===== config.mk =====
export PLATFORM = sky130hd
export DESIGN_NAME = pairwise_level_set_classify
export DESIGN_NICKNAME = d
export VERILOG_FILES = /design/src/rtl/plsc_pkg.sv /design/src/rtl/pairwise_level_set_classify.sv
export VERILOG_INCLUDE_DIRS = /design/src /design/src/rtl
export SDC_FILE = /design/constraint.sdc
export NUM_CORES = 1
export LEC_CHECK = 0
export BUFFER_PORTS_ARGS = -buffer_cell sky130_fd_sc_hd__buf_2
export CAP_MARGIN = 5
export CORE_ASPECT_RATIO = 2
export CORE_MARGIN = 5
export CORE_UTILIZATION = 55
export DETAILED_ROUTE_END_ITERATION = 12
export PLACE_DENSITY = 0.83
export SETUP_SLACK_MARGIN = 0.3
export SYNTH_ARGS = -nofsm -noshare
export SYNTH_HDL_FRONTEND = slang
export SYNTH_SLANG_ARGS = --single-unit

===== constraint.sdc =====
create_clock -name clk -period 15.4 [get_ports clk]
set_clock_uncertainty 0.05 [all_clocks]
set_input_delay 3.08 -clock clk [delete_from_list [all_inputs] [get_ports clk]]
set_output_delay 3.08 -clock clk [all_outputs]
set_load 0.02 [all_outputs]

===== src/rtl/pairwise_level_set_classify_defines.svh =====
// assertion macros for the pairwise level-set classifier
`ifndef PAIRWISE_LEVEL_SET_CLASSIFY_DEFINES_SVH
`define PAIRWISE_LEVEL_SET_CLASSIFY_DEFINES_SVH

// same-cycle implication, sampled on clk, off while rst_n is low
`define PLSC_ASSERT_IMP(label, ante, cons) \
    label: assert property (@(posedge clk) disable iff (!rst_n) (ante) |-> (cons)) \
        else $error("pairwise_level_set_classify: check failed");

// next-cycle implication, sampled on clk, off while rst_n is low
`define PLSC_ASSERT_NXT(label, ante, cons) \
    label: assert property (@(posedge clk) disable iff (!rst_n) (ante) |=> (cons)) \
        else $error("pairwise_level_set_classify: check failed");

`endif


===== src/rtl/plsc_pkg.sv =====
// types and constants of the pairwise level-set classifier
`default_nettype none

package plsc_pkg;

    localparam int unsigned PHI_W   = 32;
    localparam int unsigned CFG_W   = 31;
    localparam int unsigned COLOR_W = 4;
    localparam int unsigned MASK_W  = 8;
    localparam int unsigned ADDR_W  = 4;
    localparam int unsigned DATA_W  = 32;
    localparam int unsigned WIDE_W  = 35;

    localparam logic signed [PHI_W-1:0] MAX_CODE = 32'sh7FFF_FFFF;
    localparam logic [COLOR_W-1:0]      NO_COLOR = 4'hF;

    localparam logic [CFG_W-1:0] VALID_WIDTH_RESET  = 31'd196608;
    localparam logic [CFG_W-1:0] EXTENT_RESET       = 31'd589824;
    localparam logic [CFG_W-1:0] TRUST_BUFFER_RESET = 31'd65536;

    localparam logic [1:0] REG_VALID_WIDTH  = 2'd0;
    localparam logic [1:0] REG_EXTENT       = 2'd1;
    localparam logic [1:0] REG_TRUST_BUFFER = 2'd2;

    typedef enum logic [1:0] {
        OUTCOME_TRUSTED     = 2'd0,
        OUTCOME_AMBIGUOUS   = 2'd1,
        OUTCOME_OUT_OF_BAND = 2'd2
    } outcome_t;

endpackage

`default_nettype wire


===== src/rtl/pairwise_level_set_classify.sv =====
// a node's last item passes the input stage, then its result goes to the node snapshot and the result register
// throughput: one item per cycle, stalled only when both internal stages and the
// result register hold node results that the output side has not taken
// reset: rst_n (async, active low) empties the pipeline, clears the node state
// and loads the register defaults 3.0, 9.0 and 1.0
`default_nettype none

`include "pairwise_level_set_classify_defines.svh"

module pairwise_level_set_classify #(
    parameter int unsigned NUM_COLORS = 8
) (
    input  wire                                    clk,
    input  wire                                    rst_n,

    input  wire                                    psel,
    input  wire                                    penable,
    input  wire                                    pwrite,
    input  wire  [plsc_pkg::ADDR_W-1:0]            paddr,
    input  wire  [plsc_pkg::DATA_W-1:0]            pwdata,
    output logic [plsc_pkg::DATA_W-1:0]            prdata,
    output logic                                   pready,

    input  wire                                    in_valid,
    output logic                                   in_ready,
    input  wire  signed [plsc_pkg::PHI_W-1:0]      phi_value,
    input  wire                                    last_color,

    output logic                                   out_valid,
    input  wire                                    out_ready,
    output logic [plsc_pkg::MASK_W-1:0]            valid_mask,
    output logic signed [plsc_pkg::COLOR_W-1:0]    lower_color,
    output logic signed [plsc_pkg::COLOR_W-1:0]    upper_color,
    output logic signed [plsc_pkg::PHI_W-1:0]      pair_phi,
    output logic [1:0]                             outcome
);

    localparam int unsigned CW = $clog2(NUM_COLORS + 1);

    // configuration
    logic [plsc_pkg::CFG_W-1:0] vw_reg;
    logic [plsc_pkg::CFG_W-1:0] ext_reg;
    logic [plsc_pkg::CFG_W-1:0] tb_reg;
    logic                       cfg_wr;

    // input stage
    logic                              s1_valid_reg;
    logic signed [plsc_pkg::PHI_W-1:0] s1_phi_reg;
    logic                              s1_last_reg;

    // running node state
    logic signed [plsc_pkg::PHI_W-1:0] least_reg,  least_next;
    logic signed [plsc_pkg::PHI_W-1:0] second_reg, second_next;
    logic signed [plsc_pkg::PHI_W-1:0] third_reg,  third_next;
    logic [plsc_pkg::COLOR_W-1:0]      lcol_reg,   lcol_next;
    logic [plsc_pkg::COLOR_W-1:0]      scol_reg,   scol_next;
    logic [plsc_pkg::MASK_W-1:0]       mask_reg,   mask_next;
    logic [CW-1:0]                     cnt_reg;

    // node snapshot
    logic                              s2_valid_reg;
    logic signed [plsc_pkg::PHI_W-1:0] s2_least_reg;
    logic signed [plsc_pkg::PHI_W-1:0] s2_second_reg;
    logic signed [plsc_pkg::PHI_W-1:0] s2_third_reg;
    logic [plsc_pkg::COLOR_W-1:0]      s2_lcol_reg;
    logic [plsc_pkg::COLOR_W-1:0]      s2_scol_reg;
    logic [plsc_pkg::MASK_W-1:0]       s2_mask_reg;

    // result register
    logic                              out_valid_reg;
    logic [plsc_pkg::MASK_W-1:0]       out_mask_reg,    out_mask_next;
    logic [plsc_pkg::COLOR_W-1:0]      out_lower_reg,   out_lower_next;
    logic [plsc_pkg::COLOR_W-1:0]      out_upper_reg,   out_upper_next;
    logic signed [plsc_pkg::PHI_W-1:0] out_phi_reg,     out_phi_next;
    plsc_pkg::outcome_t                out_outcome_reg, out_outcome_next;

    // handshake
    logic s1_adv;
    logic s2_adv;
    logic s2_ready;
    logic take;

    logic [4:0]                   cnt_ext;
    logic [plsc_pkg::COLOR_W-1:0] cur_color;
    logic                         in_band;

    logic signed [plsc_pkg::WIDE_W-1:0] v0;
    logic signed [plsc_pkg::WIDE_W-1:0] v1;
    logic signed [plsc_pkg::WIDE_W-1:0] v2;
    logic signed [plsc_pkg::WIDE_W-1:0] sh1;
    logic signed [plsc_pkg::WIDE_W-1:0] sh2;
    logic signed [plsc_pkg::WIDE_W-1:0] vw2;
    logic signed [plsc_pkg::WIDE_W-1:0] ext2;
    logic signed [plsc_pkg::WIDE_W-1:0] tb2;
    logic                               missing;
    logic [plsc_pkg::PHI_W-1:0]         half;

    assign pready = 1'b1;
    assign cfg_wr = psel && penable && pwrite && pready;

    always_comb
    begin
        case (paddr[3:2])
            plsc_pkg::REG_VALID_WIDTH:  prdata = {1'b0, vw_reg};
            plsc_pkg::REG_EXTENT:       prdata = {1'b0, ext_reg};
            plsc_pkg::REG_TRUST_BUFFER: prdata = {1'b0, tb_reg};
            default:                    prdata = '0;
        endcase
    end

    assign s2_adv   = !out_valid_reg || out_ready;
    assign s2_ready = !s2_valid_reg || s2_adv;
    assign s1_adv   = s1_valid_reg && (!s1_last_reg || s2_ready);
    assign in_ready = !s1_valid_reg || s1_adv;

    // per-color update of the running minima and mask
    assign take      = cnt_reg < CW'(NUM_COLORS);
    assign cnt_ext   = 5'(cnt_reg);
    assign cur_color = cnt_ext[plsc_pkg::COLOR_W-1:0];
    assign in_band   = $signed({s1_phi_reg[plsc_pkg::PHI_W-1], s1_phi_reg})
                       <= $signed({2'b00, vw_reg});

    always_comb
    begin
        least_next  = least_reg;
        second_next = second_reg;
        third_next  = third_reg;
        lcol_next   = lcol_reg;
        scol_next   = scol_reg;
        mask_next   = mask_reg;
        if (take)
        begin
            if (s1_phi_reg < least_reg)
            begin
                third_next  = second_reg;
                second_next = least_reg;
                scol_next   = lcol_reg;
                least_next  = s1_phi_reg;
                lcol_next   = cur_color;
            end
            else if (s1_phi_reg < second_reg)
            begin
                third_next  = second_reg;
                second_next = s1_phi_reg;
                scol_next   = cur_color;
            end
            else if (s1_phi_reg < third_reg)
            begin
                third_next = s1_phi_reg;
            end
            if (in_band && (cnt_ext < 5'd8))
            begin
                mask_next = mask_reg | (plsc_pkg::MASK_W'(1) << cnt_ext[2:0]);
            end
        end
    end

    // classification at twice the scale
    assign v0   = plsc_pkg::WIDE_W'(s2_least_reg);
    assign v1   = plsc_pkg::WIDE_W'(s2_second_reg);
    assign v2   = plsc_pkg::WIDE_W'(s2_third_reg);
    assign sh1  = v1 - v0;
    assign sh2  = (v2 <<< 1) - v0 - v1;
    assign vw2  = $signed({3'b000, vw_reg, 1'b0});
    assign ext2 = $signed({3'b000, ext_reg, 1'b0});
    assign tb2  = $signed({3'b000, tb_reg, 1'b0});
    assign half = sh1[plsc_pkg::PHI_W:1];
    assign missing = (s2_second_reg == plsc_pkg::MAX_CODE)
                     || (s2_third_reg == plsc_pkg::MAX_CODE);

    always_comb
    begin
        out_mask_next    = s2_mask_reg;
        out_lower_next   = plsc_pkg::NO_COLOR;
        out_upper_next   = plsc_pkg::NO_COLOR;
        out_phi_next     = plsc_pkg::MAX_CODE;
        out_outcome_next = plsc_pkg::OUTCOME_TRUSTED;
        if (missing || (sh1 > vw2) || (sh2 > ext2))
        begin
            out_mask_next    = '0;
            out_outcome_next = plsc_pkg::OUTCOME_OUT_OF_BAND;
        end
        else if (sh1 > (sh2 - tb2))
        begin
            out_outcome_next = plsc_pkg::OUTCOME_AMBIGUOUS;
        end
        else if (s2_lcol_reg < s2_scol_reg)
        begin
            out_lower_next = s2_lcol_reg;
            out_upper_next = s2_scol_reg;
            out_phi_next   = -$signed(half);
        end
        else
        begin
            out_lower_next = s2_scol_reg;
            out_upper_next = s2_lcol_reg;
            out_phi_next   = $signed(half);
        end
    end

    always_ff @(posedge clk or negedge rst_n)
    begin
        if (!rst_n)
        begin
            vw_reg        <= plsc_pkg::VALID_WIDTH_RESET;
            ext_reg       <= plsc_pkg::EXTENT_RESET;
            tb_reg        <= plsc_pkg::TRUST_BUFFER_RESET;
            s1_valid_reg  <= 1'b0;
            s2_valid_reg  <= 1'b0;
            out_valid_reg <= 1'b0;
            least_reg     <= plsc_pkg::MAX_CODE;
            second_reg    <= plsc_pkg::MAX_CODE;
            third_reg     <= plsc_pkg::MAX_CODE;
            lcol_reg      <= plsc_pkg::NO_COLOR;
            scol_reg      <= plsc_pkg::NO_COLOR;
            mask_reg      <= '0;
            cnt_reg       <= '0;
        end
        else
        begin
            if (cfg_wr)
            begin
                case (paddr[3:2])
                    plsc_pkg::REG_VALID_WIDTH:  vw_reg  <= pwdata[plsc_pkg::CFG_W-1:0];
                    plsc_pkg::REG_EXTENT:       ext_reg <= pwdata[plsc_pkg::CFG_W-1:0];
                    plsc_pkg::REG_TRUST_BUFFER: tb_reg  <= pwdata[plsc_pkg::CFG_W-1:0];
                    default:                    ;
                endcase
            end

            if (in_ready)
            begin
                s1_valid_reg <= in_valid;
            end

            if (s1_adv && s1_last_reg)
            begin
                s2_valid_reg <= 1'b1;
            end
            else if (s2_adv)
            begin
                s2_valid_reg <= 1'b0;
            end

            if (s2_adv)
            begin
                out_valid_reg <= s2_valid_reg;
            end

            if (s1_adv)
            begin
                if (s1_last_reg)
                begin
                    least_reg  <= plsc_pkg::MAX_CODE;
                    second_reg <= plsc_pkg::MAX_CODE;
                    third_reg  <= plsc_pkg::MAX_CODE;
                    lcol_reg   <= plsc_pkg::NO_COLOR;
                    scol_reg   <= plsc_pkg::NO_COLOR;
                    mask_reg   <= '0;
                    cnt_reg    <= '0;
                end
                else
                begin
                    least_reg  <= least_next;
                    second_reg <= second_next;
                    third_reg  <= third_next;
                    lcol_reg   <= lcol_next;
                    scol_reg   <= scol_next;
                    mask_reg   <= mask_next;
                    if (take)
                    begin
                        cnt_reg <= cnt_reg + CW'(1);
                    end
                end
            end
        end
    end

    always_ff @(posedge clk)
    begin
        if (in_ready && in_valid)
        begin
            s1_phi_reg  <= phi_value;
            s1_last_reg <= last_color;
        end
        if (s1_adv && s1_last_reg)
        begin
            s2_least_reg  <= least_next;
            s2_second_reg <= second_next;
            s2_third_reg  <= third_next;
            s2_lcol_reg   <= lcol_next;
            s2_scol_reg   <= scol_next;
            s2_mask_reg   <= mask_next;
        end
        if (s2_adv && s2_valid_reg)
        begin
            out_mask_reg    <= out_mask_next;
            out_lower_reg   <= out_lower_next;
            out_upper_reg   <= out_upper_next;
            out_phi_reg     <= out_phi_next;
            out_outcome_reg <= out_outcome_next;
        end
    end

    assign out_valid   = out_valid_reg;
    assign valid_mask  = out_mask_reg;
    assign lower_color = $signed(out_lower_reg);
    assign upper_color = $signed(out_upper_reg);
    assign pair_phi    = out_phi_reg;
    assign outcome     = out_outcome_reg;

    // out of band clears mask and pair
    `PLSC_ASSERT_IMP(a_band_clear,
        out_valid_reg && (out_outcome_reg == plsc_pkg::OUTCOME_OUT_OF_BAND),
        (out_mask_reg == '0) && (out_phi_reg == plsc_pkg::MAX_CODE))

    // a trusted pair is strictly ordered
    `PLSC_ASSERT_IMP(a_pair_order,
        out_valid_reg && (out_outcome_reg == plsc_pkg::OUTCOME_TRUSTED),
        out_lower_reg < out_upper_reg)

    // the node state restarts after a last transfer
    `PLSC_ASSERT_NXT(a_node_restart,
        s1_adv && s1_last_reg,
        (cnt_reg == '0) && (least_reg == plsc_pkg::MAX_CODE))

endmodule

`default_nettype wire

==> out/qor.txt, run 1 <==
Post-CTS Hold Buffers - 0
Mapped Cells - 2987
largest net degree at the start of global routing - 100
crit start category - flop
status - complete, no violations
Vias/cell - 6.17
final core utilization - 60.4%
die area - 59100 um2
placed cell areas - 31100 um2
CTS tree - done
Die X - 174 um
part of the power in the clock network - 16.5%
Cells after DPL - 3728
Synth area leader - edfxtp_1
pwr dens - 181 nW/um2
register bit count reported by yosys - 407
1st-pass router iterations - 6
critical path class - reg2reg
setup_tns - 0 ps
Core Area - 53600 um2
ranking of synthesized cells by area - edfxtp_1 (20%), ha_1 (15%), dfstp_2 (9.4%)
simple-gate share of the synthesized area - 11.4%
fraction of the mapped netlist area in adder cells - 17.6%
worst skew pair latency - 580 ps
share of cells above drive strength 1 - 15.0%
final setup margin - 5660 ps
Synth Flop Type - edfxtp_1
# rows - 120
final hold slack - 439 ps
Worst path max stage delay - 740 ps
Most common cell on crit path - a21oi_1
delay-heaviest family, CP - compound AO/OA/AOI/OAI gates
clk root buf - clkbuf_16
clock sink count - 407
minimum clock period - 9740 ps
Multi-input gate area - 16700 um2
worst setup path startpoint - s2_second_reg[2]
final setup vio count - 0
main combinational cell family by area after synthesis - compound AO/OA/AOI/OAI gates
Routed WL per cell - 21.3 um
CTS Buf Count - 38
Setup Buffers After CTS - 0
worst reg2reg startpoint - s2_second_reg[2]
gpl congestion - 0.960
Starting DRT DRC Count - 1648
pre-CTS setup slack - 5930 ps
critical path arrival - 9950 ps
commonest non-fill, non-tap cells in the layout - ha_1 (363), inv_1 (328), nand2_1 (224)
Area growth syn-to-layout - 8.86%
complex-gate fraction of the synthesized area - 20.1%
share of Yosys cell area claimed by the top area cell type - 19.7%
Vias - 23400
Clock Path Buffers - 3
hpwl dp - 64300 um
H-tree depth - 2
# IOs - 161
required time of the critical path - 15610 ps
post-synthesis sequential area ratio - 38.0%
Pint - 3.30 mW
Final period util - 63.2%
Synth Area in XOR/XNOR - 3.20%
Logic pwr share - 57.0%
Syn Area/Cell - 9.95 um2
Initial Util - 55.4%
mux share of post-synthesis cell area - 3.78%
Max-cap violations - 0
design area - 32400 um2
unrepaired setup endpoints after global routing - false
Leak - 14.7 nW
ANT nets after route - 0
height of the die - 339 um
Max FO, Critical Path - 36
Sw Ratio - 43.7%
IR Drop Worst-Case VDD - 0.0936 mV
Netlist Area Pre-Place - 29700 um2
DRC errors left - 0
fillcell total - 4404
HP Class - reg2reg
hold_sp - scol_reg[3]
Fin. Hold Viols - 0
asr flop ratio synth - 52.1%
first-pass GRT wire length - 127000 um
Net Switching - 2.56 mW
Total GRT Usage - 26.8%
PnR Total Power - 5.86 mW
final net count - 3570
Buf/Inv on CP - 2
Peak Freq - 103 MHz
YS warnings - 0
vias in the first global route - 24200
Worst-path clk slew - 70 ps
global route total overflow - 0
Layout Cells excl Fill - 3799
crit end category - flop
# resized after CTS - 0
Rel. slew slack - 19.4%
IO buf count - 155
register area - 11300 um2
initial antenna violation count - 1
Slowest-stage cell, CP - nor3_1
max-slew violations - 0
sequential fraction of design power - 26.5%
syn_nets - 3460
WL final - 81000 um
Post-synth EDFFs - 195
Slew @ Worst Pin - 1210 ps
unique cell type count in the Yosys netlist - 102
commonest non-fill, non-tap cell in the layout - ha_1
[worst register-to-register path, delay by kind of cell (launching register included)]
family | cells | cell delay (ps)
AND/OR/NAND/NOR | 11 | 3000
flip-flops | 1 | 500
AO/OA/AOI/OAI | 14 | 3510
buffers and inverters | 2 | 590
adder cells (fa/ha/maj) | 4 | 1490
XOR/XNOR | 2 | 290
[synth_stat cells, types with 56 or more instances]
cell type / n
o21a_1: 62
nor3_1: 56
o21ai_0: 158
ha_1: 363
dfrtp_1: 106
clkbuf_1: 80
nor2_1: 101
nand2_1: 224
a21o_1: 110
dfstp_2: 106
xnor2_1: 76
a21oi_1: 174
edfxtp_1: 195
o22a_1: 72
mux2_2: 63
inv_1: 329
nand4_1: 71
[kinds of logic after synthesis]
logic type,count (synthesis)
and+or+nand+nor,668
adders and majority gates,397
other,2
DFF,407
AOI/OAI and AO/OA,861
xor gates and xnor gates,107
muxes,104
buffers and inverters,441
[power by group through the flow]
| stage | registers (mW) | logic [mW] | clock network [mW] |
|---|---|---|---|
| after floorplan | 1.56 | 2.42 | 0 |
| after global placement | 1.55 | 3.19 | 0 |
| after detailed placement | 1.57 | 3.27 | 0 |
| after CTS | 1.55 | 3.31 | 0.989 |
| after global routing | 1.57 | 3.69 | 1.02 |
| final | 1.55 | 3.34 | 0.969 |
[final timing paths]
path / slack (ps) / depth (start not counted) / endpoint
setup / recovery: 5660 / 33 / pair_phi[30]
hold / removal: 440 / 2 / scol_reg[3]
setup reg to reg: 5660 / 33 / pair_phi[30]
hold reg to reg: 440 / 2 / scol_reg[3]
max in group asynchronous: 10870 / 3 / least_reg[31]
min in group asynchronous: 2520 / 1 / tb_reg[1]
[cell type report]
| cell class | instances | share of cell area [%] |
|---|---|---|
| multi-input combinational | 2139 | 51.7 |
| sequential | 407 | 34.9 |
| inverter | 331 | 3.85 |
| clock buffer | 51 | 3.26 |
| timing repair buffer | 180 | 3.01 |
| tap | 671 | 2.60 |
| clock inverter | 19 | 0.638 |
| antenna | 1 | 0.00774 |
[routing by layer]
layer / global-route usage [%] / vias up / part of all wire [%]
met3: 2.83 / 260 / 4.4
met4: 19.0 / 0 / 8.5
met2: 48.2 / 757 / 51
li1: - / 11100 / -
met1: 29.1 / 11400 / 36
met5: 0 / - / 0
(Power assumes the default switching activity.)
==> run 2, diff against run 1 <==
--- a/config.mk
+++ b/config.mk
@@ -6,13 +6,14 @@
 export SDC_FILE = /design/constraint.sdc
 export NUM_CORES = 1
 export LEC_CHECK = 0
+export ABC_AREA = 1
 export BUFFER_PORTS_ARGS = -buffer_cell sky130_fd_sc_hd__buf_2
 export CAP_MARGIN = 5
 export CORE_ASPECT_RATIO = 2
 export CORE_MARGIN = 5
 export CORE_UTILIZATION = 55
 export DETAILED_ROUTE_END_ITERATION = 12
-export PLACE_DENSITY = 0.83
+export PLACE_DENSITY = 0.86
 export SETUP_SLACK_MARGIN = 0.3
 export SYNTH_ARGS = -nofsm -noshare
 export SYNTH_HDL_FRONTEND = slang
==> constraint.sdc (replaced) <==
create_clock -name clk -period 8.7 [get_ports clk]
set_clock_uncertainty 0.05 [all_clocks]
set_input_delay 1.74 -clock clk [delete_from_list [all_inputs] [get_ports clk]]
set_output_delay 1.74 -clock clk [all_outputs]
set_load 0.02 [all_outputs]
==> out/qor.txt, run 2 <==
Total GRT Usage - 35.1% (was 26.8%)
share of cells above drive strength 1 - 10.1% (was 15.0%)
required time of the critical path - 8940 ps (was 15610 ps)
most frequent cell after synthesis - nand2_1 (was ha_1)
most frequent cells after synthesis - nand2_1 (1041), inv_1 (780), ha_1 (363) (was ha_1 (363), inv_1 (329), nand2_1 (224))
largest net degree at the start of global routing - 84 (was 100)
Max-cap violations - 0 (unchanged)
Starting DRT DRC Count - 2857 (was 1648)
CTS tree - done (unchanged)
final setup vio count - 0 (unchanged)
first-pass GRT wire length - 169000 um (was 127000 um)
height of the die - 351 um (was 339 um)
global route total overflow - 0 (unchanged)
# rows - 125 (was 120)
Vias - 29700 (was 23400)
initial antenna violation count - 1 (unchanged)
Initial Util - 55.4% (about the same)
Rel. slew slack - 23.2% (was 19.4%)
H-tree depth - 2 (unchanged)
commonest non-fill, non-tap cell in the layout - nand2_1 (was ha_1)
share of Yosys cell area claimed by the top area cell type - 18.3% (was 19.7%)
YS warnings - 0 (unchanged)
crit end category - flop (unchanged)
Routed WL per cell - 22.1 um (was 21.3 um)
Mapped Cells - 4227 (was 2987)
Clock Path Buffers - 3 (unchanged)
Post-synth EDFFs - 195 (unchanged)
Slowest-stage cell, CP - nor2_2 (was nor3_1)
critical path class - reg2reg (unchanged)
Core Area - 57900 um2 (was 53600 um2)
critical path arrival - 8060 ps (was 9950 ps)
asr flop ratio synth - 52.1% (unchanged)
unique cell type count in the Yosys netlist - 59 (was 102)
DRC errors left - 0 (unchanged)
Setup Buffers After CTS - 0 (unchanged)
Final period util - 89.9% (was 63.2%)
Buf/Inv on CP - 6 (was 2)
commonest non-fill, non-tap cells in the layout - nand2_1 (1036), inv_1 (778), ha_1 (363) (was ha_1 (363), inv_1 (328), nand2_1 (224))
CTS Buf Count - 40 (was 38)
unrepaired setup endpoints after global routing - false (unchanged)
status - complete, no violations (unchanged)
Worst path max stage delay - 740 ps (about the same)
delay-heaviest family, CP - simple AND/OR/NAND/NOR gates (was compound AO/OA/AOI/OAI gates)
HP Class - reg2reg (unchanged)
WL final - 113000 um (was 81000 um)
Synth area leader - edfxtp_1 (unchanged)
# resized after CTS - 0 (unchanged)
Area growth syn-to-layout - 8.79% (was 8.86%)
Syn Area/Cell - 7.58 um2 (was 9.95 um2)
ANT nets after route - 0 (unchanged)
post-synthesis sequential area ratio - 35.2% (was 38.0%)
Post-CTS Hold Buffers - 0 (unchanged)
syn_nets - 4700 (was 3460)
clock sink count - 407 (unchanged)
setup_tns - 0 ps (unchanged)
Fin. Hold Viols - 0 (unchanged)
Peak Freq - 128 MHz (was 103 MHz)
die area - 63500 um2 (was 59100 um2)
final net count - 4809 (was 3570)
vias in the first global route - 29400 (was 24200)
Layout Cells excl Fill - 5131 (was 3799)
Most common cell on crit path - nand2_1 (was a21oi_1)
Die X - 181 um (was 174 um)
clk root buf - clkbuf_16 (unchanged)
max-slew violations - 0 (unchanged)
Slew @ Worst Pin - 1150 ps (was 1210 ps)
crit start category - flop (unchanged)
ranking of synthesized cells by area - edfxtp_1 (18%), ha_1 (14%), nand2_1 (12%) (was edfxtp_1 (20%), ha_1 (15%), dfstp_2 (9.4%))
# IOs - 161 (unchanged)
hpwl dp - 86500 um (was 64300 um)
Max FO, Critical Path - 15 (was 36)
worst skew pair latency - 590 ps (was 580 ps)
register bit count reported by yosys - 407 (unchanged)
Synth Flop Type - edfxtp_1 (unchanged)
1st-pass router iterations - 8 (was 6)
Vias/cell - 5.78 (was 6.17)
gpl congestion - 1.13 (was 0.960)
Netlist Area Pre-Place - 32000 um2 (was 29700 um2)
Cells after DPL - 5055 (was 3728)
IO buf count - 155 (unchanged)
minimum clock period - 7820 ps (was 9740 ps)
Worst-path clk slew - 70 ps (about the same)
run 2: worst reg2reg max path: cells and delay by family, from the launching register on:
kind / cells / cell delay, ps
AND/OR/NAND/NOR: 18 / 2920
XOR/XNOR: 2 / 450
buffers and inverters: 6 / 630
AO/OA/AOI/OAI: 7 / 1350
adder cells (fa/ha/maj): 4 / 1640
flip-flops: 1 / 480
run 2: kinds of logic (layout without fill, tap and decap cells):
group	after synthesis	in the layout	synth area share (%)
AND/OR/NAND/NOR	1729	1730	22.6
buffers and inverters	908	1048	10.8
AO/OA/AOI/OAI	699	699	12.5
flip-flops	407	407	35.2
adder cells (fa/ha/maj)	397	397	16.3
XOR/XNOR	85	85	2.48
other	2	3	0.0234
run 2: layer usage:
layer	track usage [%]	vias to the layer above	part of all wire, %
met2	61.2	1446	49
met5	0	-	0
met3	5.83	509	6.9
met1	35.0	13700	32
met4	33.3	0	12
li1	-	14000	-
run 2: cell type report:
class | count | area [um2]
clock buffer | 49 | 1110
timing repair buffer | 174 | 928
multi-input combinational | 2913 | 17300
fill | 5210 | 23000
tap | 762 | 953
sequential | 407 | 11300
clock inverter | 25 | 238
antenna | 1 | 2.50
inverter | 800 | 3010
run 2: final timing paths:
path                            cells after the start           end             start  slack, ps
worst max-delay path                               37  pair_phi[30]  s2_second_reg[1]        880
max in group asynchronous                           2     out_valid             rst_n       6070
worst min-delay path                                2   ext_reg[10]       ext_reg[10]        430
min in group asynchronous                           1    tb_reg[25]             rst_n       1100
worst min register to register                      2   ext_reg[10]       ext_reg[10]        430
worst max register to register                     37  pair_phi[30]  s2_second_reg[1]        880
run 2: per-stage QoR:
step           util [%]  cell area, um2  setup slack [ps]  hold slack, ps
2_1_floorplan         -           32000              2930             393
3_3_place_gp       57.9           33500               975             417
3_5_place_dp       57.9           33500               861             423
6_report           60.2           34900               880             435
5_1_grt            60.2           34900               307             463
4_1_cts            60.2           34800               835             439
Power of run 2 is not shown: default switching activity piles up to over one toggle a cycle in this logic, so the estimate is an artifact.
